$ cat src/hdl/iirdf1_pkg.sv
`timescale 1ns / 1ps
// ============================================================================
// iirdf1_pkg
// Shared widths, beat types and constants of the direct form I IIR filter.
// ============================================================================
package iirdf1_pkg;

    localparam int SAMP_W     = 16;
    localparam int COEF_W     = 16;
    localparam int PROD_W     = SAMP_W + COEF_W;
    localparam int ACC_W      = PROD_W + 4;
    localparam int FRAC_SHIFT = 14;
    localparam int ROUND_HALF = 1 << (FRAC_SHIFT - 1);

    localparam int FF_TAPS    = 4;
    localparam int FB_TAPS    = 4;
    localparam int NUM_CELLS  = 3;

    localparam int NUM_REGS   = 8;
    localparam int REG_IDX_W  = 3;
    localparam int PADDR_W    = REG_IDX_W + 2;
    localparam int PDATA_W    = 32;

    localparam logic OP_FILTER = 1'b0;
    localparam logic OP_CLEAR  = 1'b1;

    localparam logic signed [SAMP_W-1:0] SAMP_MAX = {1'b0, {(SAMP_W-1){1'b1}}};
    localparam logic signed [SAMP_W-1:0] SAMP_MIN = {1'b1, {(SAMP_W-1){1'b0}}};

    typedef struct packed {
        logic                     op;
        logic signed [SAMP_W-1:0] sample;
    } smp_t;

    typedef struct packed {
        logic signed [SAMP_W-1:0] filtered;
        logic                     clipped;
    } flt_t;

endpackage

$ cat src/hdl/iirdf1_cell.sv
`timescale 1ns / 1ps
// ============================================================================
// iirdf1_cell
// One delay cell: holds x[n-k] and y[n-k], adds both tap products to the
// running sum and hands its history values to the next cell.
// ============================================================================
module iirdf1_cell (
    input  logic                                    clk,
    input  logic                                    rst_n,
    input  logic                                    advance,
    input  logic                                    clear,
    input  logic signed [iirdf1_pkg::SAMP_W-1:0]    x_in,
    input  logic signed [iirdf1_pkg::SAMP_W-1:0]    y_in,
    input  logic signed [iirdf1_pkg::COEF_W-1:0]    ff_coef,
    input  logic signed [iirdf1_pkg::COEF_W-1:0]    fb_coef,
    input  logic signed [iirdf1_pkg::ACC_W-1:0]     acc_in,
    output logic signed [iirdf1_pkg::SAMP_W-1:0]    x_out,
    output logic signed [iirdf1_pkg::SAMP_W-1:0]    y_out,
    output logic signed [iirdf1_pkg::ACC_W-1:0]     acc_out
);
    import iirdf1_pkg::*;

    logic signed [SAMP_W-1:0] x_reg;
    logic signed [SAMP_W-1:0] x_next;
    logic signed [SAMP_W-1:0] y_reg;
    logic signed [SAMP_W-1:0] y_next;
    logic signed [PROD_W-1:0] ff_prod;
    logic signed [PROD_W-1:0] fb_prod;

    always_comb
    begin
        x_next = x_reg;
        y_next = y_reg;
        if (clear)
        begin
            x_next = '0;
            y_next = '0;
        end
        else if (advance)
        begin
            x_next = x_in;
            y_next = y_in;
        end
    end

    always_ff @(posedge clk or negedge rst_n)
    begin
        if (!rst_n)
        begin
            x_reg <= '0;
            y_reg <= '0;
        end
        else
        begin
            x_reg <= x_next;
            y_reg <= y_next;
        end
    end

    assign ff_prod = PROD_W'(x_reg) * PROD_W'(ff_coef);
    assign fb_prod = PROD_W'(y_reg) * PROD_W'(fb_coef);
    assign acc_out = acc_in + ACC_W'(ff_prod) + ACC_W'(fb_prod);
    assign x_out   = x_reg;
    assign y_out   = y_reg;

endmodule

$ cat config.mk
export PLATFORM = sky130hd
export DESIGN_NAME = iirdf1_cell
export DESIGN_NICKNAME = d
export VERILOG_FILES = /design/src/hdl/iirdf1_pkg.sv /design/src/hdl/iirdf1_cell.sv
export SDC_FILE = /design/constraint.sdc
export NUM_CORES = 2
export LEC_CHECK = 0
export ABC_AREA = 1
export BUFFER_PORTS_ARGS = -buffer_cell sky130_fd_sc_hd__buf_2
export CORE_ASPECT_RATIO = 0.8
export CORE_UTILIZATION = 50
export CTS_BUF_LIST = sky130_fd_sc_hd__clkbuf_2
export DETAILED_ROUTE_END_ITERATION = 10
export GPL_ROUTABILITY_DRIVEN = 0
export PLACE_DENSITY = 0.71
export SETUP_SLACK_MARGIN = 0.05
export SYNTH_ARGS = -nofsm -noshare
export SYNTH_HDL_FRONTEND = slang
export SYNTH_SLANG_ARGS = --single-unit
$ cat constraint.sdc
create_clock -name clk -period 11.2 [get_ports clk]
set_clock_uncertainty 0.2 [all_clocks]
set_input_delay 1.12 -clock clk [delete_from_list [all_inputs] [get_ports clk]]
set_output_delay 1.12 -clock clk [all_outputs]
set_load 0.005 [all_outputs]
After elaboration in Yosys (flattened, before gate mapping)
Cells that the tools add are included.

Reduce and logical (&&, ||, !) cells: 1. Muxes and demuxes: 4. Multipliers: 2. $add $sub $neg: 2.

Operators by type and width (count): adder 36 x 32 -> 36 bit (2); multiplier 16 x 16 -> 32 bit (2); two-way mux 16 bit (4); nonzero test 2 bit (1).

Output and inout bits: 68. Input port bits: 104. Logic and storage cells: 11. Flip-flop bits (word level): 32.

Depth between registers and ports, before layout
Depth after elaboration: 3. Gate-level depth with buffers: 31. Depth with buffers taken out: 29.

Least setup slack after synthesis
OpenSTA, ideal clock, no wires.

Kind: input-to-output. From: in fb_coef[0] in the netlist's numbering. To: out acc_out[21] in the netlist's numbering. Path slack: 2307 ps. Path buffers: 1. Arrival time: 7573 ps. Cell stages on the path: 27. Cells stage by stage: clkbuf_1 -> nand2_1 -> inv_1 -> fa_1 -> inv_1 -> fa_1 -> inv_1 -> fa_1 -> inv_1 -> fa_1 -> fa_1 -> inv_1 -> fa_1 -> fa_1 -> inv_1 -> fa_1 -> inv_1 -> ha_1 -> nand2_2 -> nor2_2 -> inv_1 -> nor3_2 -> nand2_1 -> nand2_2 -> nand2_1 -> nand2_2 -> xor2_2.

Longest elaborated chain between the ends: 2.

RTL lines: from (decl) (RTL line iirdf1_cell.sv:15) `input logic signed [iirdf1_pkg::COEF_W-1:0] fb_coef,`; multiplier 16 x 16 -> 32 bit (RTL line iirdf1_cell.sv:61) `assign fb_prod = PROD_W'(y_reg) * PROD_W'(fb_coef);`; adder 36 x 32 -> 36 bit (RTL line iirdf1_cell.sv:62) `assign acc_out = acc_in + ACC_W'(ff_prod) + ACC_W'(fb_prod);`; to (decl) (RTL line iirdf1_cell.sv:19) `output logic signed [iirdf1_pkg::ACC_W-1:0] acc_out`.

No other way between the ends.

Worst setup path in the final report
From: in ff_coef[0] in the netlist's numbering. To: out acc_out[22] in the netlist's numbering.

Longest elaborated chain between the ends: 3.

RTL lines: from (decl) (RTL line iirdf1_cell.sv:14) `input logic signed [iirdf1_pkg::COEF_W-1:0] ff_coef,`; multiplier 16 x 16 -> 32 bit (RTL line iirdf1_cell.sv:60) `assign ff_prod = PROD_W'(x_reg) * PROD_W'(ff_coef);`; adder 36 x 32 -> 36 bit (2 in series) (RTL line iirdf1_cell.sv:62).

No other way between the ends.

==> metrics.md <==
| Metric | Value |
|---|---|
| CTS resizes | `0` |
| Worst-margin pin slew | `1160 ps` |
| Final Hold Fails | `0` |
| Synth Register Bits | `32` |
| Total track usage | `27.7%` |
| Routed WL | `63.4 mm` |
| Initial DRT Pass Iterations | `6` |
| Crit path from | `ff_coef[0]` |
| Critical Path End Type | `output port` |
| Synth Area in Simple Gates | `13.4%` |
| Final Util | `~54%` |
| CTS sink cnt | `32` |
| Relative slew margins | `22.6%` |
| Die area | `49400 um^2` |
| Critical path type | `in -> out` |
| Clock Path Buffers | `2` |
| Vias/cell | `5.05` |
| Worst EP arrival | `8190 ps` |
| RSZ-0062 raised after global routing | `no` |
| R2r worst-path depth | `2` |
| Share of layout cells above drive strength 1 | `7.27%` |
| Area contributors post-synth | `fa_1 (55%), inv_1 (15%), nand2_1 (9.9%), ha_1 (7.4%), dfrtp_1 (3.3%)` |
| Post-Synth Adder-Cell Area | `62.7%` |
| Critical R2R Capture | `y_out[5]` |
| Multiplexer share of the synthesized area | `0%` |
| Most frequent cells after synthesis | `inv_1 (997), fa_1 (670), nand2_1 (643), ha_1 (144), clkbuf_1 (136)` |
| Number of global-route vias before repair | `19.7k` |
| Number of setup violations in the final report | `0` |
| Clock Latency Late Sink | `420 ps` |
| Crit Path Max Fanout | `16` |
| Seq/Total Area, Yosys | `3.30%` |
| DR vias | `18.1k` |
| Largest family of logic cells by synthesized area | `adder cells` |
| Synth area leader | `fa_1` |
| Clk root buf | `clkbuf_2` |
| Largest net degree at the start of global routing | `34` |
| Mapped Cells | `around 2.9k` |
| Pins over their slew limit | `0` |
| Synth unique cells | `33` |
| TNS Setup | `0 ps` |
| Async set-reset flop share out of synthesis | `100%` |
| CP required | `between 9000 and 10000 ps` |
| RR Startpoint | `y_out[5]` |
| Final nets | `3877` |
| Fill cell count | `about 4.4k` |
| FP Rows | `between 70 and 80` |
| IO Count | `172` |
| CTS clk-pin slew, worst paths | `200 ps` |
| Ys flop type | `dfrtp_1` |
| Non-Filler Instances | `3582` |
| Fin crit period | `9510 ps` |
| Compound-Gate Fraction of Synth Area | `2.11%` |
| # DRC | `0` |
| Pre-CTS WS | `approximately 1800 ps` |
| Final ANT Viol Nets | `0` |
| Crit share post-route | `84.9%` |
| Top cell type's share of synthesized area | `55.3%` |
| Synthesized area | `24300 um^2` |
| Hold_buf cts | `0` |
| Area delta synth->final | `4.95%` |
| Max_cap viols | `0` |
| Crit start category | `input port` |
| Hold crit path type | `in -> async` |
| Starting Density | `51.2%` |
| Status | `finished, final reports clean` |
| First-pass GRT wire length | `105 mm` |
| Initial antenna violation count | `2` |
| Fmax achieved | `105 MHz` |
| Die width | `248 um` |
| Synth Warn # | `0` |
| CTS buffer count | `5` |
| IO buf count | `between 150 and 200` |
| Reg2Reg Setup Slack | `9630 ps` |
| Post-synth EDFFs | `0` |
| Xor/xnor share of the synthesized area | `0.825%` |
| Htree depth | `2` |
| Dpl cells | `approximately 3.6k` |
| Syn Area/Cell | `8.33 um^2` |
| Wire per inst | `17.7 um` |
| GRT overflow | `0` |
| CTS tree | `yes` |
| Most frequent cell after synthesis | `inv_1` |
| Setup WS post-layout | `1690 ps` |
| Post-CTS setup buffers | `0` |
| Initial DRC Count | `1192` |
| Die Y | `199 um` |
| Syn nets | `3830` |
| Post-DP HPWL | `56.6 mm` |
| Core area | `47400 um^2` |
-- cell families (layout without fill, tap and decap cells) --
kind of cell               Yosys count  in the layout
buffers and inverters             1141           1188
adders and majority gates          814            814
and+or+nand+nor                    810            810
AOI/OAI and AO/OA                   93             93
DFF                                 32             32
xor gates and xnor gates            22             22
other                                0              3
-- metrics by stage --
step                      cell area (um^2)  hold WS (ps)
after floorplan                      24300           505
final                                25500           568
after CTS                            25500           564
after detailed placement             25400           547
after global placement               25400           538
after global routing                 25500           600
-- flip-flops by register name, indices dropped and copies added, names as in the netlist --
signal	count
x_out	16
y_out	16
-- layout by cell type (no fill, tap or decap), drive strengths merged --
cell type / count
or2: 1
and2: 1
clkinv: 2
o21bai: 8
xnor2: 4
clkbuf: 5
nor4: 1
o21a: 1
ha: 144
nand3: 62
o21ai: 43
a21o: 5
nand4: 8
buf: 177
fa: 670
dfrtp: 32
diode: 3
nor3: 8
inv: 1004
a21oi: 35
a31oi: 1
nand3b: 3
xor2: 18
nand2: 652
nand2b: 2
and3: 2
nor2: 70
-- worst max-delay path by stage --
stage	slack, ps	cells past startpoint	endpoint
6_report	1690	24	acc_out[22]
3_3_place_gp	1820	24	acc_out[22]
4_1_cts	1720	24	acc_out[22]
5_1_grt	1330	24	acc_out[22]
3_5_place_dp	1780	24	acc_out[22]
2_1_floorplan	2310	27	acc_out[21]
-- critical path: stages --
cell and delay (ps):
buf_2 280, nand2_1 250, inv_1 620, fa_1 560
fa_1 520, inv_1 50, fa_1 470, inv_1 50
fa_1 480, fa_1 630, fa_1 500, fa_1 510
inv_1 50, fa_1 480, inv_1 40, ha_1 370
nand2_1 190, nor2_1 230, a21oi_1 120, nand2_2 120
nand2_1 70, nand2_1 80, xor2_1 240, buf_2 160
-- cell type report --
cell class              count  area [um^2]  share of cell area (%)
diodes                      3         7.51                  0.0295
clock buffers               5         25.0                  0.0982
clock inverters             2         7.51                  0.0295
inverters                1004         3770                    14.8
multi-input cells        1739        19200                    75.3
flip-flops and latches     32          801                    3.14
well taps                 620          776                    3.05
repair buffers            177          901                    3.54
-- routing by layer --
metal,routed length (um),vias up,global-route usage [%]
met3,7660,87,8.42
met4,868,2,4.02
met2,27600,865,41.3
li1,-,8041,-
met1,27200,9103,40.6
met5,13,-,0
Power is not shown: default switching activity piles up to over one toggle a cycle in this logic, so the estimate is an artifact.
