$ cat src/hdl/iirdf1_pkg.sv
`timescale 1ns / 1ps
// ============================================================================
// iirdf1_pkg
// Shared widths, beat types and constants of the direct form I IIR filter.
// ============================================================================
package iirdf1_pkg;

    localparam int SAMP_W     = 16;
    localparam int COEF_W     = 16;
    localparam int PROD_W     = SAMP_W + COEF_W;
    localparam int ACC_W      = PROD_W + 4;
    localparam int FRAC_SHIFT = 14;
    localparam int ROUND_HALF = 1 << (FRAC_SHIFT - 1);

    localparam int FF_TAPS    = 4;
    localparam int FB_TAPS    = 4;
    localparam int NUM_CELLS  = 3;

    localparam int NUM_REGS   = 8;
    localparam int REG_IDX_W  = 3;
    localparam int PADDR_W    = REG_IDX_W + 2;
    localparam int PDATA_W    = 32;

    localparam logic OP_FILTER = 1'b0;
    localparam logic OP_CLEAR  = 1'b1;

    localparam logic signed [SAMP_W-1:0] SAMP_MAX = {1'b0, {(SAMP_W-1){1'b1}}};
    localparam logic signed [SAMP_W-1:0] SAMP_MIN = {1'b1, {(SAMP_W-1){1'b0}}};

    typedef struct packed {
        logic                     op;
        logic signed [SAMP_W-1:0] sample;
    } smp_t;

    typedef struct packed {
        logic signed [SAMP_W-1:0] filtered;
        logic                     clipped;
    } flt_t;

endpackage

$ cat src/hdl/iirdf1_rndsat.sv
`timescale 1ns / 1ps
// ============================================================================
// iirdf1_rndsat
// Rounds the Q7.29 sum to Q1.15 (half toward plus infinity) and saturates.
// ============================================================================
module iirdf1_rndsat (
    input  logic signed [iirdf1_pkg::ACC_W-1:0] acc,
    output iirdf1_pkg::flt_t                    flt
);
    import iirdf1_pkg::*;

    localparam int Q_W = ACC_W + 1 - FRAC_SHIFT;
    localparam logic signed [Q_W-1:0] Q_MAX = Q_W'(SAMP_MAX);
    localparam logic signed [Q_W-1:0] Q_MIN = Q_W'(SAMP_MIN);

    logic signed [ACC_W:0] biased;
    logic signed [Q_W-1:0] q;

    assign biased = (ACC_W+1)'(acc) + (ACC_W+1)'(ROUND_HALF);
    assign q      = $signed(biased[ACC_W:FRAC_SHIFT]);

    always_comb
    begin
        priority if (q > Q_MAX)
        begin
            flt.filtered = SAMP_MAX;
            flt.clipped  = 1'b1;
        end
        else if (q < Q_MIN)
        begin
            flt.filtered = SAMP_MIN;
            flt.clipped  = 1'b1;
        end
        else
        begin
            flt.filtered = q[SAMP_W-1:0];
            flt.clipped  = 1'b0;
        end
    end

endmodule

$ cat config.mk
export PLATFORM = sky130hd
export DESIGN_NAME = iirdf1_rndsat
export DESIGN_NICKNAME = d
export VERILOG_FILES = /design/src/hdl/iirdf1_pkg.sv /design/src/hdl/iirdf1_rndsat.sv
export SDC_FILE = /design/constraint.sdc
export NUM_CORES = 1
export LEC_CHECK = 0
export ABC_AREA = 0
export BUFFER_PORTS_ARGS = -buffer_cell sky130_fd_sc_hd__buf_2
export CAP_MARGIN = 20
export CORE_AREA = 5 5 46 48
export DETAILED_ROUTE_END_ITERATION = 10
export DIE_AREA = 0 0 51 53
export PLACE_DENSITY = 0.86
export RECOVER_POWER = 100
export SYNTH_ARGS = -nofsm -noshare
export SYNTH_HDL_FRONTEND = slang
export SYNTH_SLANG_ARGS = --single-unit
$ cat constraint.sdc
create_clock -name vclk -period 6.75
set_input_delay 0.3375 -clock vclk [all_inputs]
set_output_delay 0.3375 -clock vclk [all_outputs]
set_load 0.005 [all_outputs]
# Word level (Yosys, flattened, before mapping)
# Index checks and enable logic that the tools add are counted.
[word_totals] reg_bits=0 latch_bits=0 mem_bits_rw=0 mem_bits_ro=0 input_bits=36 wordCells=5 mem_count=0
[op_classes] n_addsub=1 n_mul=0 n_div=0 n_lt_le_gt_ge=2 n_eq_ne=0 shift=0 n_mux=2 bitwise_logic=0 reduce_logical=0
[ops] op="$add 36x15->37 const B" n=1
[ops] op="$mux 17" n=2
[ops] op="$gt 23x16->1 const B" n=1
[ops] op="$lt 23x16->1 const B" n=1

# Longest topological paths before layout
# Gate-level depths: netlist (run 1).
[depth] word_depth=4 ltp_mapped=9 ltp_nobuf=7

# Least setup slack after synthesis (run 1)
# OpenSTA, ideal clock, no wires.
[synth_path] kind="input to output" startpoint="in acc[13] (netlist bit)" endpoint="out flt[10] (netlist bit)" t_arrival_ns=2.616 t_required_ns=6.412 setup_slack_ns=3.797 path_stages=9 path_buffers=2 path_cell_list="ha_1 -> nand3_1 -> or4_1 -> buf_2 -> or3_1 -> a222oi_1 -> a21boi_1 -> buf_4 -> a211oi_2"
[synth_rtl] element="start, declared" line_no="iirdf1_rndsat.sv:7" rtl="input logic signed [iirdf1_pkg::ACC_W-1:0] acc,"
[synth_rtl] element="end, declared" line_no="iirdf1_rndsat.sv:8" rtl="output iirdf1_pkg::flt_t flt"

==> flow_metrics.tcl, run 1 <==
set metrics [dict create \
    holdWs_ns 1.07 \
    postRouteAntennaNets 0 \
    post_dp_cell_area_sq_um 928 \
    die_h_um 53 \
    ys.warnings.count 0 \
    io_pins 53 \
    numPlacedInstances 161 \
    hold_viol 0 \
    clkPwrFrac_pct 0 \
    regArea_sq_um 0 \
    synth.yosys.seq_area_share_pct 0 \
    p_sw_uw 24.7 \
    die_w_um 51 \
    totalWireLength_um 2250 \
    grt_max_degree 18 \
    dieArea_sq_um 2700 \
    cts.repair.resized 0 \
    power_frac_comb_pct 100.0 \
    tightest_slew_ns 1.65 \
    p_int_uw 18.4 \
    setup_tns_ns 0 \
    syn_inst 108 \
    hold_class "in -> out" \
    place_hpwl_um 1860 \
    crit_path_start_kind "input pin" \
    drc_errors 0 \
    finalInstanceArea_sq_um 911 \
    path_max_fanout 17 \
    cellPowerDensity_nw_per_um2 47.4 \
    drive_gt1_share_pct 22.9 \
    design.seq.count 0 \
    nNetsFinal 183 \
    io_buffers 40 \
    dr_total_vias 1013 \
    n_antenna_cell 0 \
    final_cells 161 \
    relSlewSlack_pct -10.8 \
    hp-start "acc[25]" \
    fmax_mhz 254 \
    period_needed_ns 3.94 \
    cp.arrival_ns 3.60 \
    ys_types 38 \
    routabilityCongestion 0.834 \
    synth_common_cells "nand3_1 (11), o22ai_1 (9), xor2_1 (8)" \
    yosys.area.top_type "xor2_1" \
    p_sw_share_pct 57.3 \
    vdd_drop_max_mv 0.0220 \
    power_frac_seq_pct 0 \
    post_cts_buffers 0 \
    post_drt_wl_per_cell_um 14.0 \
    grt_pass1_vias 903 \
    slew_viol_final 18 \
    holdPathStages 4 \
    holdPathEnd "flt[12]" \
    rsz0062_at_grt "false" \
    antenna_found_initial 0 \
    start_util_pct 43.1 \
    drt_iter0_markers 26 \
    grt_first_pass_wirelength_um 3600 \
    violations "capacitance limit, slew limit" \
    syn_nets 145 \
    synthTopCellsByArea "xor2_1 (9.7%), xnor2_1 (8.5%), o22ai_1 (7.8%), nand3_1 (7.7%), and3_1 (4.3%)" \
    clkbuf_count 0 \
    grt_overflow_total 0 \
    p_leak_nw 0.310 \
    crit_type "in -> out" \
    max_cap_viol_count 1 \
    netlist_area_sq_um 719 \
    min_period_over_period_pct 58.3 \
    fp-row-count 15 \
    total_power_uw 43.2 \
    area_growth_pct 26.6 \
    hold_buffers 0 \
    synth.most_common_cell "nand3_1" \
    syn_avg_cell_area_sq_um 6.66 \
    coreArea_sq_um 1670 \
    drtPass1Iterations 4 \
    finalSetupViolCount 0 \
    outcome "finished with violations" \
    track_usage_pct 16.3 \
    cp_data_required_time_ns 6.41 \
    synth_top_area_share_pct 9.74 \
    worstSetupEndpointType "output pin" \
    via_per_inst 6.29 \
]
-- per-layer routing --
metal  track usage, %  vias to the layer above  part of all wire (%)  wire length (um)
met4             4.48                        0                  0.44                10
met1             19.7                      465                    39               879
li1                 -                      507                     -                 -
met3            0.845                        2                   6.9               155
met5                0                        -                     0                 0
met2             30.7                       39                    54              1210
-- area by class of cell --
cell class | instances | area, sq um
fill | 177 | 759
inverter | 3 | 11.3
multi-input combinational | 99 | 681
tap | 17 | 21.3
timing repair buffer | 42 | 198
-- cell families after synthesis --
kind of cell,share of synthesized area (%)
xor+xnor,18.3
fa+ha+maj,1.74
buf+inv,5.39
compound gates,30.1
simple gates,44.5
-- how the worst max path moves through the flow --
stage	slack, ns	startpoint	to	depth (start not counted)
2_1_floorplan	3.80	acc[13]	flt[10]	9
3_3_place_gp	3.15	acc[13]	flt[15]	9
3_5_place_dp	3.10	acc[13]	flt[15]	9
4_1_cts	3.10	acc[13]	flt[15]	9
5_1_grt	2.57	acc[15]	flt[8]	8
6_report	2.81	acc[15]	flt[14]	8
-- power groups by stage --
stage / registers, mW / logic (mW) / clock network (mW)
6_report: 0 / 0.0432 / 0
5_1_grt: 0 / 0.0481 / 0
4_1_cts: 0 / 0.0442 / 0
3_5_place_dp: 0 / 0.0440 / 0
3_3_place_gp: 0 / 0.0427 / 0
2_1_floorplan: 0 / 0.0228 / 0
-- cells in the final DEF, fill, tap and decap left out, types with 5 or more instances in the layout --
| cell type | netlist | layout |
|---|---|---|
| and3_1 | 5 | 5 |
| xor2_1 | 8 | 8 |
| clkbuf_1 | 4 | 14 |
| nor3_1 | 5 | 5 |
| xnor2_1 | 7 | 7 |
| or3_1 | 5 | 5 |
| o22ai_1 | 9 | 9 |
| buf_2 | 1 | 25 |
| nand3_1 | 11 | 11 |
-- worst max-delay path, stage by stage --
cell and delay, ns:
buf_2 0.13, nand4_1 0.17, nor4_1 0.08, buf_4 0.17, a21boi_0 1.23, a21boi_0 1.06
o22ai_1 0.25, clkbuf_1 0.17
-- through the flow --
stage	setup slack, ns	util [%]
after floorplan	3.80	-
after global placement	3.15	55.6
after detailed placement	3.10	55.6
after CTS	3.10	55.6
after global routing	2.57	54.5
final	2.81	54.5
No activity file was read; power rests on OpenSTA's default activity.
==> inputs of run 2 (changes only) <==
--- a/config.mk
+++ b/config.mk
@@ -8,10 +8,10 @@
 export ABC_AREA = 0
 export BUFFER_PORTS_ARGS = -buffer_cell sky130_fd_sc_hd__buf_2
 export CAP_MARGIN = 20
-export CORE_AREA = 5 5 46 48
+export CORE_AREA = 5 5 46 56
 export DETAILED_ROUTE_END_ITERATION = 10
-export DIE_AREA = 0 0 51 53
-export PLACE_DENSITY = 0.86
+export DIE_AREA = 0 0 51 61
+export PLACE_DENSITY = 0.77
 export RECOVER_POWER = 100
 export SYNTH_ARGS = -nofsm -noshare
 export SYNTH_HDL_FRONTEND = slang
==> constraint.sdc (replaced) <==
create_clock -name vclk -period 3.4
set_input_delay 0.17 -clock vclk [all_inputs]
set_output_delay 0.17 -clock vclk [all_outputs]
set_load 0.005 [all_outputs]
==> run 2 against run 1 <==
Effect of this change:
- the run now ends clean
- global-route usage shrank 2.3 points
- clock-buffer cell count is the same
- sequential share of layout area is the same
- first-iteration DRC count shrank 69%
- routed wire length shrank 1.1%
- flip-flop and latch count is the same
- critical path type unchanged
- critical endpoint is now flt[15]
- largest power group unchanged
==> flow_metrics.tcl, run 2 (synthesized netlist as in run 1, its figures left out) <==
set metrics [dict create \
    dr.max_layer_used "met3" \
    fp-row-count 18 \
    worstSetupEndpointType "output pin" \
    p_leak_nw 0.311 \
    final_common_cell "buf_2" \
    holdPathStages 4 \
    n_antenna_cell 0 \
    wl_met2_um 1230 \
    drc_errors 0 \
    drt_iter0_markers 8 \
    totalWireLength_um 2230 \
    rsz0062_at_grt "false" \
    drive_gt1_share_pct 22.6 \
    max_cap_viol_count 0 \
    grt_max_degree 18 \
    hold_buffers 0 \
    nNetsFinal 185 \
    grt_pass1_vias 910 \
    crit_type "in -> out" \
    io_buffers 40 \
    outcome "finished, final reports clean" \
    wl_met3_um 117 \
    setup_tns_ns 0 \
    multi_input_area_sq_um 681 \
    grt_first_pass_wirelength_um 3560 \
    hold_viol 0 \
    fmax_mhz 334 \
    period_needed_ns 3.00 \
    min_period_over_period_pct 88.2 \
    io_pins 53 \
    relSlewSlack_pct 44.4 \
    post_drt_wl_per_cell_um 13.4 \
    place_hpwl_um 1860 \
    final_cell_mix "buf_2 (25), clkbuf_1 (16), nand3_1 (11)" \
    vdd_drop_max_mv 0.0482 \
    post_cts_buffers 0 \
    die_h_um 61 \
    cts.repair.resized 0 \
    hold_class "in -> out" \
    n_fill_cell 214 \
    drtPass1Iterations 4 \
    start_util_pct 35.9 \
    via_per_inst 5.97 \
    dr_total_vias 991 \
    grt_overflow_total 0 \
    holdPathEnd "flt[12]" \
    postRouteAntennaNets 0 \
    cellPowerDensity_nw_per_um2 93.5 \
    finalSetupViolCount 0 \
    clkbuf_count 0 \
    wl_met1_um 884 \
    routabilityCongestion 0.793 \
    area_growth_pct 28.2 \
    hp-start "acc[25]" \
    tightest_slew_ns 0.833 \
    coreArea_sq_um 2000 \
    crit_path_start_kind "input pin" \
    post-route-util_pct 46.0 \
    cp.arrival_ns 2.83 \
    antenna_found_initial 0 \
    track_usage_pct 14.0 \
    cp_data_required_time_ns 3.23 \
    die_w_um 51 \
    path_max_fanout 11 \
    dieArea_sq_um 3110 \
    regArea_sq_um 0 \
    design.seq.count 0 \
    slew_viol_final 0 \
]
==> run 2: cell types whose count changed in the layout (fill, tap and decap cells not counted), sizes merged <==
cell	previous run	this run
clkbuf	15	17
==> run 2: report_power, final <==
part	internal [mW]	switching [mW]	leakage, nW
logic	0.0374	0.0488	0.311
registers	0	0	0
clock network	0	0	0
==> run 2: metrics by stage <==
step           power, mW  std cells  hold WS, ns  cell area [sq um]  setup WS [ns]
2_1_floorplan     0.0452        108        0.498                719          0.782
3_3_place_gp      0.0866        166        0.722                947          0.486
3_5_place_dp      0.0890        166        0.729                947          0.407
4_1_cts           0.0893        166        0.730                947          0.395
5_1_grt           0.0961        166        0.755                922          0.138
6_report          0.0862        166        0.710                922          0.402
==> run 2: layer usage <==
layer | up-vias | global-route usage, %
li1 | 509 | -
met1 | 463 | 15.8
met2 | 19 | 28.0
met3 | 0 | 1.72
met4 | 0 | 2.31
met5 | - | 0
==> run 2: worst max-delay path by stage <==
| stage | start | end | slack (ns) | depth (start not counted) |
|---|---|---|---|---|
| global placement | acc[13] | flt[15] | 0.49 | 9 |
| CTS | acc[13] | flt[15] | 0.40 | 9 |
| global route | acc[13] | flt[15] | 0.14 | 9 |
| detailed placement | acc[13] | flt[15] | 0.41 | 9 |
| floorplan | acc[13] | flt[10] | 0.78 | 9 |
| finish | acc[13] | flt[15] | 0.40 | 9 |
==> run 2: critical path, stage by stage <==
cell and delay, ns:
buf_2 0.11, ha_1 0.22, nand3_1 0.13, or4_1 0.53
or3_1 0.41, a222oi_1 0.47, a21boi_1 0.35, a211oi_1 0.29
clkbuf_1 0.14
==> run 2: cell type report <==
class,count,share of cell area (%)
timing repair buffer,44,22.3
inverter,3,1.22
multi-input combinational,99,73.8
tap,20,2.71
